## src/sv/csq_pkg.sv

```systemverilog
package csq_pkg;

	localparam int DEPTH = 32;
	localparam int ID_W = 8;

	localparam logic [2:0] CMD_OPEN    = 3'd0;
	localparam logic [2:0] CMD_WAIT    = 3'd1;
	localparam logic [2:0] CMD_SIGNAL  = 3'd2;
	localparam logic [2:0] CMD_CLOSE   = 3'd3;
	localparam logic [2:0] CMD_ABANDON = 3'd4;

	localparam logic [2:0] K_PROCEED      = 3'd0;
	localparam logic [2:0] K_BLOCKED      = 3'd1;
	localparam logic [2:0] K_WOKEN_OK     = 3'd2;
	localparam logic [2:0] K_WOKEN_CLOSED = 3'd3;
	localparam logic [2:0] K_FREED_DEAD   = 3'd4;
	localparam logic [2:0] K_QUEUE_FULL   = 3'd5;
	localparam logic [2:0] K_ACK          = 3'd6;

	typedef struct packed {
		logic            valid;
		logic            dead;
		logic [ID_W-1:0] id;
	} entry_t;

	typedef struct packed {
		logic            clear;
		logic            pop;
		logic            enq;
		logic            abandon;
		logic [ID_W-1:0] tid;
	} ctl_t;

endpackage

```

## src/sv/csq_cell.sv

```systemverilog
module csq_cell (
	input  logic            clk,
	input  logic            arst_n,
	input  csq_pkg::ctl_t   ctl,
	input  logic            prev_valid,
	input  csq_pkg::entry_t nxt,
	output csq_pkg::entry_t ent
);

	logic                     valid_q;
	logic                     dead_q;
	logic [csq_pkg::ID_W-1:0] id_q;
	logic                     load;

	assign load = ctl.enq && !valid_q && prev_valid;

	always_ff @(posedge clk or negedge arst_n) begin
		if (!arst_n) begin
			valid_q <= 1'b0;
			dead_q  <= 1'b0;
		end else if (ctl.clear) begin
			valid_q <= 1'b0;
			dead_q  <= 1'b0;
		end else if (ctl.pop) begin
			valid_q <= nxt.valid;
			dead_q  <= nxt.dead;
		end else if (load) begin
			valid_q <= 1'b1;
			dead_q  <= 1'b0;
		end else if (ctl.abandon && valid_q && id_q == ctl.tid) begin
			dead_q <= 1'b1;
		end
	end

	always_ff @(posedge clk) begin
		if (ctl.pop) begin
			id_q <= nxt.id;
		end else if (load) begin
			id_q <= ctl.tid;
		end
	end

	assign ent.valid = valid_q;
	assign ent.dead  = dead_q;
	assign ent.id    = id_q;

endmodule

```

## src/sv/counting_semaphore_wait_queue_unit.sv

```systemverilog
// Counting semaphore with a FIFO wait queue of thread ids.
// Command channel: start with command, thread_id, init_count; a beat is taken
// when start is high and busy is low. Commands: open, wait, signal, close,
// abandon; codes 5 to 7 are taken and dropped without a result.
// Result channel: strobe marks one beat of kind, thread_id_res, last for one
// cycle; the receiver cannot stall, so no backpressure exists.
// The queue is a row of 32 cells with the head in cell 0; a pop shifts every
// cell one place toward the head, a wait fills the first empty cell, and an
// abandon compares all cells at once.
// Open, wait and abandon give their single result in the cycle after the
// beat is taken, and busy stays low.
// Signal and close hold busy while they pop entries (one pop and one result
// per cycle), and end with an ack when the queue runs empty; the last result
// is on the ports in the first cycle with busy low.
// Reset clears the count, the cell valid and dead bits and the sequencer.
module counting_semaphore_wait_queue_unit (
	input  logic        clk,
	input  logic        arst_n,
	input  logic        start,
	output logic        busy,
	input  logic [2:0]  command,
	input  logic [7:0]  thread_id,
	input  logic [31:0] init_count,
	output logic        strobe,
	output logic [2:0]  kind,
	output logic [7:0]  thread_id_res,
	output logic        last
);

	localparam logic [1:0] ST_IDLE = 2'd0;
	localparam logic [1:0] ST_SIG  = 2'd1;
	localparam logic [1:0] ST_CLS  = 2'd2;

	logic [1:0]      state_q, state_d;
	logic [31:0]     count_q, count_d;
	logic            strobe_q, strobe_d;
	logic [2:0]      kind_q, kind_d;
	logic [7:0]      tid_res_q, tid_res_d;
	logic            last_q, last_d;
	csq_pkg::ctl_t   ctl;
	csq_pkg::entry_t ent [csq_pkg::DEPTH];
	csq_pkg::entry_t hd;
	logic            accept;
	logic            full;

	assign accept = start && !busy;
	assign hd     = ent[0];
	assign full   = ent[csq_pkg::DEPTH-1].valid;

	genvar gi;
	generate
		for (gi = 0; gi < csq_pkg::DEPTH; gi++) begin : g_cell
			csq_pkg::entry_t nxt;
			logic            prev_valid;
			if (gi == csq_pkg::DEPTH - 1) begin : g_tail
				assign nxt = '0;
			end else begin : g_mid
				assign nxt = ent[gi+1];
			end
			if (gi == 0) begin : g_head
				assign prev_valid = 1'b1;
			end else begin : g_body
				assign prev_valid = ent[gi-1].valid;
			end
			csq_cell u_cell (
				.clk        (clk),
				.arst_n     (arst_n),
				.ctl        (ctl),
				.prev_valid (prev_valid),
				.nxt        (nxt),
				.ent        (ent[gi])
			);
		end
	endgenerate

	always_comb begin
		state_d   = state_q;
		count_d   = count_q;
		strobe_d  = 1'b0;
		kind_d    = csq_pkg::K_ACK;
		tid_res_d = '0;
		last_d    = 1'b0;
		ctl       = '0;
		ctl.tid   = thread_id[csq_pkg::ID_W-1:0];
		unique case (state_q)
			ST_IDLE: begin
				if (accept) begin
					unique case (command)
						csq_pkg::CMD_OPEN: begin
							ctl.clear = 1'b1;
							count_d   = init_count;
							strobe_d  = 1'b1;
							last_d    = 1'b1;
						end
						csq_pkg::CMD_WAIT: begin
							strobe_d  = 1'b1;
							last_d    = 1'b1;
							tid_res_d = 8'(ctl.tid);
							if (count_q != '0) begin
								count_d = count_q - 32'd1;
								kind_d  = csq_pkg::K_PROCEED;
							end else if (full) begin
								kind_d = csq_pkg::K_QUEUE_FULL;
							end else begin
								ctl.enq = 1'b1;
								kind_d  = csq_pkg::K_BLOCKED;
							end
						end
						csq_pkg::CMD_SIGNAL: state_d = ST_SIG;
						csq_pkg::CMD_CLOSE:  state_d = ST_CLS;
						csq_pkg::CMD_ABANDON: begin
							ctl.abandon = 1'b1;
							strobe_d    = 1'b1;
							last_d      = 1'b1;
							tid_res_d   = 8'(ctl.tid);
						end
						default: ;
					endcase
				end
			end
			ST_SIG: begin
				strobe_d = 1'b1;
				if (hd.valid) begin
					ctl.pop   = 1'b1;
					tid_res_d = 8'(hd.id);
					if (hd.dead) begin
						kind_d = csq_pkg::K_FREED_DEAD;
					end else begin
						kind_d  = csq_pkg::K_WOKEN_OK;
						last_d  = 1'b1;
						state_d = ST_IDLE;
					end
				end else begin
					if (count_q != '1) count_d = count_q + 32'd1;
					last_d  = 1'b1;
					state_d = ST_IDLE;
				end
			end
			ST_CLS: begin
				strobe_d = 1'b1;
				if (hd.valid) begin
					ctl.pop   = 1'b1;
					tid_res_d = 8'(hd.id);
					kind_d    = hd.dead ? csq_pkg::K_FREED_DEAD : csq_pkg::K_WOKEN_CLOSED;
				end else begin
					last_d  = 1'b1;
					state_d = ST_IDLE;
				end
			end
			default: state_d = ST_IDLE;
		endcase
	end

	always_ff @(posedge clk or negedge arst_n) begin
		if (!arst_n) begin
			state_q  <= ST_IDLE;
			count_q  <= '0;
			strobe_q <= 1'b0;
		end else begin
			state_q  <= state_d;
			count_q  <= count_d;
			strobe_q <= strobe_d;
		end
	end

	always_ff @(posedge clk) begin
		kind_q    <= kind_d;
		tid_res_q <= tid_res_d;
		last_q    <= last_d;
	end

	assign busy          = (state_q != ST_IDLE);
	assign strobe        = strobe_q;
	assign kind          = kind_q;
	assign thread_id_res = tid_res_q;
	assign last          = last_q;

`ifndef SYNTHESIS
	a_blocked_queued: assert property (@(posedge clk) disable iff (!arst_n)
		strobe_q && kind_q == csq_pkg::K_BLOCKED |-> hd.valid)
		else $error("blocked beat but queue empty");
	a_full_refused: assert property (@(posedge clk) disable iff (!arst_n)
		strobe_q && kind_q == csq_pkg::K_QUEUE_FULL |-> full)
		else $error("queue full beat with free cell");
	a_woken_last: assert property (@(posedge clk) disable iff (!arst_n)
		strobe_q && kind_q == csq_pkg::K_WOKEN_OK |-> last_q)
		else $error("woken ok beat not last");
	a_close_empty: assert property (@(posedge clk) disable iff (!arst_n)
		state_q == ST_CLS && state_d == ST_IDLE |=> !hd.valid)
		else $error("queue not empty after close");
`endif

endmodule
```

## config.mk

```make
export PLATFORM = sky130hd
export DESIGN_NAME = counting_semaphore_wait_queue_unit
export DESIGN_NICKNAME = d
export VERILOG_FILES = /design/src/sv/csq_pkg.sv /design/src/sv/csq_cell.sv /design/src/sv/counting_semaphore_wait_queue_unit.sv
export SDC_FILE = /design/constraint.sdc
export NUM_CORES = 1
export LEC_CHECK = 0
export ABC_CLOCK_PERIOD_IN_PS = 4100
export BUFFER_PORTS_ARGS = -buffer_cell sky130_fd_sc_hd__buf_2
export CAP_MARGIN = 20
export CORE_MARGIN = 5
export CORE_UTILIZATION = 55
export DETAILED_ROUTE_END_ITERATION = 16
export PLACE_DENSITY = 0.76
export SETUP_SLACK_MARGIN = 0.05
export SLEW_MARGIN = 10
export SYNTH_ARGS = -nofsm -noshare
export SYNTH_HDL_FRONTEND = slang
export SYNTH_SLANG_ARGS = --single-unit
```

## constraint.sdc

```tcl
create_clock -name clk -period 4.1 [get_ports clk]
set_input_delay 0.41 -clock clk [delete_from_list [all_inputs] [get_ports clk]]
set_output_delay 0.41 -clock clk [all_outputs]
set_load 0.02 [all_outputs]
```

# Yosys cells after proc, flatten, opt, wreduce, memory -nomap -nowiden

Index checks and enable logic that the tools add are counted.

Register bits: 367
Bits of input ports: 46
Output and inout port bits: 14
Word-level logic and storage cells: 746

$add $sub $neg: 2
Eq/ne operators: 47
Multiplexer cells: 329
Reduce and logical (&&, ||, !) cells: 266

Operators by type and width:

| operator                | number |
|---|---|
| $mux W8                 | 65 |
| $eq A8 B8 Y1            | 32 |
| $mux W1                 | 238 |
| $logic_and A1 B1 Y1     | 128 |
| $mux W32                | 4 |
| $pmux W32 S2            | 2 |
| $reduce_bool A4 Y1      | 32 |
| $reduce_bool A3 Y1      | 32 |
| $reduce_bool A2 Y1      | 33 |
| $logic_not A1 Y1        | 33 |
| $add A32 B1 Y32 const B | 1 |
| $ne A32 B32 Y1 const B  | 1 |
| $reduce_bool A32 Y1     | 1 |
| $sub A32 B1 Y32 const B | 1 |
| $mux W3                 | 8 |
| $pmux W8 S2             | 1 |
| $mux W2                 | 6 |
| $pmux W3 S3             | 1 |
| $ne A2 B2 Y1 const B    | 4 |
| $eq A3 B2 Y1 const B    | 2 |
| $ne A3 B1 Y1 const B    | 2 |
| $ne A3 B3 Y1 const B    | 2 |
| $pmux W2 S3             | 1 |
| $reduce_and A6 Y1       | 1 |
| 12 further kinds        | 13 |

# Logic depth before layout (Yosys ltp)

Gate-level depths: netlist (run 1).

Depth after elaboration: 11
Depth in mapped cells: 12
Mapped depth without buffers: 9

# Cells and area by module

From an unflattened synthesis (run 1), not the netlist that was laid out.

Cells, all modules: 1844
Area, all modules: 21568.2 sq um

Modules (own cells, without submodules):

| module                             | times used | cells each | area an instance (sq um) | seq. area each (sq um) |
|---|---|---|---|---|
| csq_cell                           | 32         | 41         | 541.8                    | 290.3 |
| counting_semaphore_wait_queue_unit | 1          | 532        | 4231.6                   | 1116.1 |

# Worst setup path before layout (run 1)

No wires, ideal clock.

Path type: register to register
Start point: reg count_q[3]
End point: reg g_cell[0].u_cell.id_q[0] in the netlist's numbering, enable pin
Setup time: 0.384 ns
Arrival time: 2.507 ns
Data required time: 3.716 ns
Setup slack: 1.209 ns
Cell stages (with the launch flop): 9
Path buffers: 2
Clock period less this slack: 2.891 ns
Cell sequence: dfrtp_1 buf_2 nor4_2 nand4_1 nor4_1 nor2b_1 buf_2 inv_1 o21ai_0

Word-level cells in the longest chain between the ends: 7

RTL lines:

| item                                | line                                      | source |
|---|---|---|
| start: declaration                  | counting_semaphore_wait_queue_unit.sv:35  | `logic [31:0] count_q, count_d;` |
| start signal: assignment            | counting_semaphore_wait_queue_unit.sv:161 | `count_q <= count_d;` |
| $reduce_bool A32 Y1                 | counting_semaphore_wait_queue_unit.sv:99  | `if (count_q != '0) begin` |
| $mux W1                             | counting_semaphore_wait_queue_unit.sv:99  |  |
| $mux W1                             | counting_semaphore_wait_queue_unit.sv:88  | `unique case (command)` |
| $mux W2                             | counting_semaphore_wait_queue_unit.sv:87  | `if (accept) begin` |
| $mux W2                             | counting_semaphore_wait_queue_unit.sv:85  | `unique case (state_q)` |
| $logic_and A1 B1 Y1                 | csq_cell.sv:15                            | `assign load = ctl.enq && !valid_q && prev_valid;` |
| $reduce_bool A2 Y1 (no source line) | n/a                                       |  |
| end signal: assignment              | csq_cell.sv:37                            | `id_q <= nxt.id;` |
| end signal: assignment              | csq_cell.sv:39                            | `id_q <= ctl.tid;` |
| end: declaration                    | csq_cell.sv:12                            | `logic [csq_pkg::ID_W-1:0] id_q;` |

Every way passes these cells.
A chain may end at the register's enable or synchronous reset.

# Final worst setup path (run 1)

Start point: reg count_q[24]
End point: reg g_cell[27].u_cell.id_q[6] in the netlist's numbering, enable pin

Word-level cells in the longest chain between the ends: 8

RTL lines:

| item                                | line |
|---|---|
| $reduce_bool A32 Y1                 | counting_semaphore_wait_queue_unit.sv:99 |
| $mux W1                             | counting_semaphore_wait_queue_unit.sv:99 |
| $mux W1                             | counting_semaphore_wait_queue_unit.sv:88 |
| $mux W2                             | counting_semaphore_wait_queue_unit.sv:87 |
| $mux W2                             | counting_semaphore_wait_queue_unit.sv:85 |
| $logic_and A1 B1 Y1 (2 in series)   | csq_cell.sv:15 |
| $reduce_bool A2 Y1 (no source line) | n/a |
| end signal: assignment              | csq_cell.sv:37 |
| end signal: assignment              | csq_cell.sv:39 |
| end: declaration                    | csq_cell.sv:12 |

Every way passes these cells.

==> results.cfg, run 1 <==
[outcome]
outcome = completed

[clock_tree]
cts_max_level = 2
cts_root_buffer = clkbuf_16
clock-sinks = 367
cts_made_buffers = 40
clock_latency_ps = 550
cts_tree = built
clockBufferDepth = 3
post-cts-setup-buffer-count = 0
path_clk_slew_ps = 60

[drt]
wl_met1_mm = 21.3
met3_length_mm = 5.32
wl_met2_mm = 24.2
drtAntennaViolNets = 0
num_vias = 15431
avgRoutedWirePerCell_um = 21.2
top_layer = met4
vias_per_cell = 6.23
routed_wl_mm = 52.5
drt_pass1_iterations = 6
first_iter_violations = 1466
drc = 0

[die]
start_util_pct = 55.6
die_w_um = 199
core_sq_um = 35500
rows = 69
dieArea_sq_um = 39800
die_h_um = 199
ioPinCount = 60

[timing]
hold_viol = 0
grt_setup_unrepaired = false
max_freq_mhz = 294
max-slew-margin-rel_pct = 38.1
drv_slew = 0
whs_ps = 213
setup_tns_ps = 0
fin_crit_sh_pct = 82.9
finalSetupViolCount = 0
layout_min_cycle_time_ps = 3400
skew_ps = 15.2
max_slew.worst_pin.slew_ps = 928

[placement]
dp_hpwl_mm = 31.9
place_inst = 2400
placed_area_sq_um = 20500
gp_congestion = 0.895
portBuffers = 59

[power_and_ir_drop]
p_leak_nw = 8.72
p_sw_mw = 3.48
intPower_mw = 7.63
peakVddDrop_mv = 0.385
power_density_nw_per_um2 = 506
seqPwrFrac_pct = 46.4
switching_share_pct = 31.3
p_clk_share_pct = 34.3
pwr-share-comb_pct = 19.4

[synthesis]
ys_seq_elements = 367
yosysSeqAreaShare_pct = 52.3
syn-num-nets = 2048
yosys.area.top_type = edfxtp_1
ys_warn_count = 0
syn_area_sq_um = 19700
yosysMostFrequentCell = nand2_1
ys_types = 66
synth-edff-count = 248
synth_top_cells_by_count = 351 x nand2_1, 248 x edfxtp_1, 220 x xor2_1
ys.flop_type = edfxtp_1
synth_area_leaders = edfxtp_1 38%, dfrtp_1 13%, xor2_1 9.8%
syn_inst = 1995
syn_area_per_cell_sq_um = 9.89
yosysTopAreaCellShare_pct = 37.7
async_flop_share_pct = 27.0

[critical_path]
r2r_start = count_q[24]$_DFFE_PN0P_
ff2ff_path_depth = 7
cp-endpoint = g_cell[27].u_cell.id_q[6]$_DFFE_PP_
startpoint = count_q[24]$_DFFE_PN0P_
path_class = register to register
arrival_ps = 3570
reg2reg_slack_ps = 700
critPathCaptureType = register
startpoint_type = register
r2r-end = g_cell[27].u_cell.id_q[6]$_DFFE_PP_
cp_data_required_time_ps = 4270
path_max_fanout = 30

[final_layout]
stdcell_area_sq_um = 21900
num_antenna_cells = 0
fin_cells = 2478
syn_to_final_growth_pct = 11.2
final_nets = 2038
layout-drive-gt1-share_pct = 9.97

[job]
cap_viol_max_count = 0

[min_path]
hp-class = primary input to register

[global_routing]
grt_pass1_wl_mm = 83.0
antenna_found_initial = 0
grt.total_usage_pct = 26.3
grt_pass1_vias = 15285
grt_remaining_overflow = 0
grt_max_degree = 100
==> timing repair <==
action / CTS / global route
endpoints found under the hold margin: 43 / 0
hold buffers: 1 / 0
gates resized for setup: 0 / 0
==> flip-flops by register name (all words and copies together), names as in the netlist <==
| signal | flops |
|---|---|
| g_cell.u_cell.id_q | 256 |
| g_cell.u_cell.valid_q | 32 |
| kind | 3 |
| state_q | 2 |
| thread_id_res | 8 |
| strobe | 1 |
| count_q | 32 |
| g_cell.u_cell.dead_q | 32 |
| last | 1 |
==> worst max-delay path, cell delays in order (launching register included) <==
cell,delay [ps]
dfrtp_1,500
nor4_1,550
nand2_1,280
or3_1,430
nor4_4,280
buf_12,250
nand2_1,110
o21ai_1,610
==> worst min-delay path by stage <==
| stage | from | to | slack (ps) | cells past startpoint |
|---|---|---|---|---|
| after floorplan | arst_n | count_q[0]$_DFFE_PN0P_ | 110 | 0 |
| after global placement | g_cell[31].u_cell.id_q[2]$_SDFFE_PP0P_ | g_cell[31].u_cell.id_q[2]$_SDFFE_PP0P_ | 470 | 2 |
| after detailed placement | g_cell[31].u_cell.id_q[0]$_SDFFE_PP0P_ | g_cell[31].u_cell.id_q[0]$_SDFFE_PP0P_ | 480 | 2 |
| after CTS | init_count[0] | count_q[0]$_DFFE_PN0P_ | 190 | 3 |
| after global routing | init_count[26] | count_q[26]$_DFFE_PN0P_ | 220 | 3 |
| final | init_count[17] | count_q[17]$_DFFE_PN0P_ | 210 | 3 |
==> cell usage in the layout (no fill, tap or decap), types with 44 or more instances in the layout <==
master      n
nand2_1   350
edfxtp_1  248
xor2_1    220
a21o_1    156
nor2_1    125
a21oi_1   111
dfrtp_1    99
nor4_1     72
buf_2      59
xnor2_1    57
buf_4      47
nand3_1    44
==> through the flow <==
stage	power, mW	setup WS (ps)	util (%)
final	11.1	699	61.8
after global routing	11.6	447	61.8
after CTS	11.1	738	61.7
after detailed placement	7.30	766	57.7
after global placement	7.21	831	57.7
after floorplan	6.65	1210	-
==> per-layer routing <==
layer  vias up  GRT usage (%)
met3       145           5.58
met2       827           41.8
li1       7028              -
met5         -              0
met4         0           9.28
met1      7431           36.2
==> power by group through the flow <==
stage                     Combinational (mW)  Clock (mW)  Sequential (mW)
after CTS                               2.13        3.83             5.12
after floorplan                         1.82           0             4.83
after global routing                    2.39        3.97             5.21
after global placement                  2.05           0             5.16
after detailed placement                2.11           0             5.19
final                                   2.15        3.81             5.15
==> final cells by class <==
class	instances	area, sq um
Fill cell	2806	13500
Sequential cell	367	10300
Multi-Input combinational cell	1443	8710
Clock buffer	56	1160
Timing Repair Buffer	118	878
Tap cell	461	577
Clock inverter	18	231
Inverter	15	56.3
==> kinds of logic after synthesis <==
family	after synthesis	share of synthesized area, %
AND/OR/NAND/NOR	725	16.8
AO/OA/AOI/OAI	430	14.2
flip-flops	367	52.3
XOR/XNOR	277	12.3
buffers and inverters	185	3.70
adder cells (fa/ha/maj)	7	0.444
multiplexers	4	0.209
(Power assumes the default switching activity.)
==> inputs of run 2 (changes only) <==
--- a/config.mk
+++ b/config.mk
@@ -5,13 +5,13 @@
 export SDC_FILE = /design/constraint.sdc
 export NUM_CORES = 1
 export LEC_CHECK = 0
-export ABC_CLOCK_PERIOD_IN_PS = 4100
+export ABC_CLOCK_PERIOD_IN_PS = 3000
 export BUFFER_PORTS_ARGS = -buffer_cell sky130_fd_sc_hd__buf_2
 export CAP_MARGIN = 20
 export CORE_MARGIN = 5
 export CORE_UTILIZATION = 55
 export DETAILED_ROUTE_END_ITERATION = 16
-export PLACE_DENSITY = 0.76
+export PLACE_DENSITY = 0.79
 export SETUP_SLACK_MARGIN = 0.05
 export SLEW_MARGIN = 10
 export SYNTH_ARGS = -nofsm -noshare
==> constraint.sdc (replaced) <==
create_clock -name clk -period 3 [get_ports clk]
set_input_delay 0.3 -clock clk [delete_from_list [all_inputs] [get_ports clk]]
set_output_delay 0.3 -clock clk [all_outputs]
set_load 0.02 [all_outputs]
==> run 2 against run 1 <==
  * Maximum frequency is 19% higher
  * Clock-buffer cell count stayed put
  * Die area stayed put
  * Critical endpoint is now count_q[25]$_DFFE_PN0P_
==> results.cfg, run 2 (synthesis gave the netlist of run 1 again) <==
[timing]
max_freq_mhz = 349
max_slew.worst_pin.slew_ps = 766
hold_viol = 0
layout_min_cycle_time_ps = 2860
setup_tns_ps = 0
grt_setup_unrepaired = false
finalSetupViolCount = 0
drv_slew = 0
skew_ps = 15.6
max-slew-margin-rel_pct = 49.0
whs_ps = 100
fin_crit_sh_pct = 95.4
fin_ws_ps = 137

[placement]
portBuffers = 59
dp_hpwl_mm = 34.1
placed_area_sq_um = 21000
gp_congestion = 0.948
pre_cts_slack_ps = 76.4

[global_routing]
antenna_found_initial = 0
grt.total_usage_pct = 26.3
grt_pass1_wl_mm = 83.5
grt_max_degree = 66
grt_pass1_vias = 15675
grt_remaining_overflow = 0

[critical_path]
critPathBufInv = 0
arrival_ps = 3250
cpLargestDelayFamily = simple AND/OR/NAND/NOR gates
critPathCaptureType = register
path_class = register to register
cp_cell_sequence = or4_4 -> or3_4 -> or3_1 -> nor3_1 -> a31oi_1 -> o22ai_1 -> a21oi_1
cp_data_required_time_ps = 3380
max_stage_delay_ps = 610
startpoint_type = register
path_max_fanout = 12
crit_slowest_cell = or4_4

[clock_tree]
clockBufferDepth = 3
cts_max_level = 2
clock_latency_ps = 540
cts_tree = built
clock-sinks = 367
cts_made_buffers = 39
cts_root_buffer = clkbuf_16
path_clk_slew_ps = 60

[final_layout]
syn_to_final_growth_pct = 13.1
largest-register = g_cell.u_cell.id_q
mostFrequentLayoutCells = 350 x nand2_1, 248 x edfxtp_1, 220 x xor2_1, 156 x a21o_1, 125 x nor2_1
final_common_cell = nand2_1
final_nets = 2092
final_core_utilization_pct = 62.9
layout-drive-gt1-share_pct = 12.4
num_antenna_cells = 0
stdcell_area_sq_um = 22300
largest_reg_flops = 256

[power_and_ir_drop]
p_leak_nw = 8.99
peakVddDrop_mv = 0.648
power_density_nw_per_um2 = 665

[die]
ioPinCount = 60
core_sq_um = 35500
dieArea_sq_um = 39800
rows = 69
start_util_pct = 55.6
die_w_um = 199
die_h_um = 199

[drt]
num_vias = 15878
routed_wl_mm = 53.3
vias_per_cell = 6.28
drtAntennaViolNets = 0
drt_pass1_iterations = 8
avgRoutedWirePerCell_um = 21.1
drc = 0
first_iter_violations = 1656

[min_path]
hp-class = primary input to register

[outcome]
outcome = completed

[job]
cap_viol_max_count = 0
-- run 2: layout make-up --
cell class                      count  area [sq um]
Tap cell                          461           577
Multi-Input combinational cell   1443          8760
Clock buffer                       56          1130
Clock inverter                     15          83.8
Inverter                           15          56.3
Sequential cell                   367         10300
Timing Repair Buffer              173          1390
Fill cell                        2687         13200
-- run 2: metal layers --
layer / part of all wire [%] / global-route usage, % / vias up
met3: 9.8 / 4.75 / 176
li1: - / - / 7135
met2: 48 / 43.1 / 862
met5: 0 / 0 / -
met4: 3.5 / 9.16 / 0
met1: 39 / 35.7 / 7705
-- run 2: repair_timing --
item / 4_1_cts / 5_1_grt
hold endpoints to repair: 29 / 0
pin swaps: 0 / 2
gates cloned: 0 / 1
setup buffers: 0 / 3
hold buffers: 1 / 0
resized for setup: 1 / 7
setup endpoints to repair: 13 / 272
-- run 2: path summary, 6_finish.rpt --
| kind | from | endpoint | slack [ps] | depth (start not counted) |
|---|---|---|---|---|
| setup / recovery | count_q[15]$_DFFE_PN0P_ | count_q[25]$_DFFE_PN0P_ | 140 | 7 |
| hold / removal | init_count[26] | count_q[26]$_DFFE_PN0P_ | 100 | 3 |
| setup reg to reg | count_q[15]$_DFFE_PN0P_ | count_q[25]$_DFFE_PN0P_ | 140 | 7 |
| hold reg to reg | g_cell[31].u_cell.id_q[0]$_SDFFE_PP0P_ | g_cell[31].u_cell.id_q[0]$_SDFFE_PP0P_ | 480 | 2 |
| max in group asynchronous | arst_n | count_q[8]$_DFFE_PN0P_ | 1900 | 3 |
| min in group asynchronous | arst_n | count_q[28]$_DFFE_PN0P_ | 310 | 2 |
-- run 2: where the power goes --
part	leakage, nW	switching (mW)	total [mW]	internal, mW
Combinational	4.73	1.87	3.24	1.37
Sequential	3.65	0.918	6.99	6.07
Clock	0.609	1.98	4.62	2.64
Total	8.99	4.77	14.8	10.1
-- run 2: through the flow --
stage	cells	total power [mW]
3_3_place_gp	2453	10.0
3_5_place_dp	2453	10.1
4_1_cts	2525	14.8
5_1_grt	2530	15.5
6_report	2530	14.8
2_1_floorplan	1995	9.09
-- run 2: worst register-to-register path, stage by stage, from the launching register on --
cell,delay (ps)
dfrtp_1,500
or4_4,610
or3_4,390
or3_1,580
nor3_1,300
a31oi_1,130
o22ai_1,150
a21oi_1,60
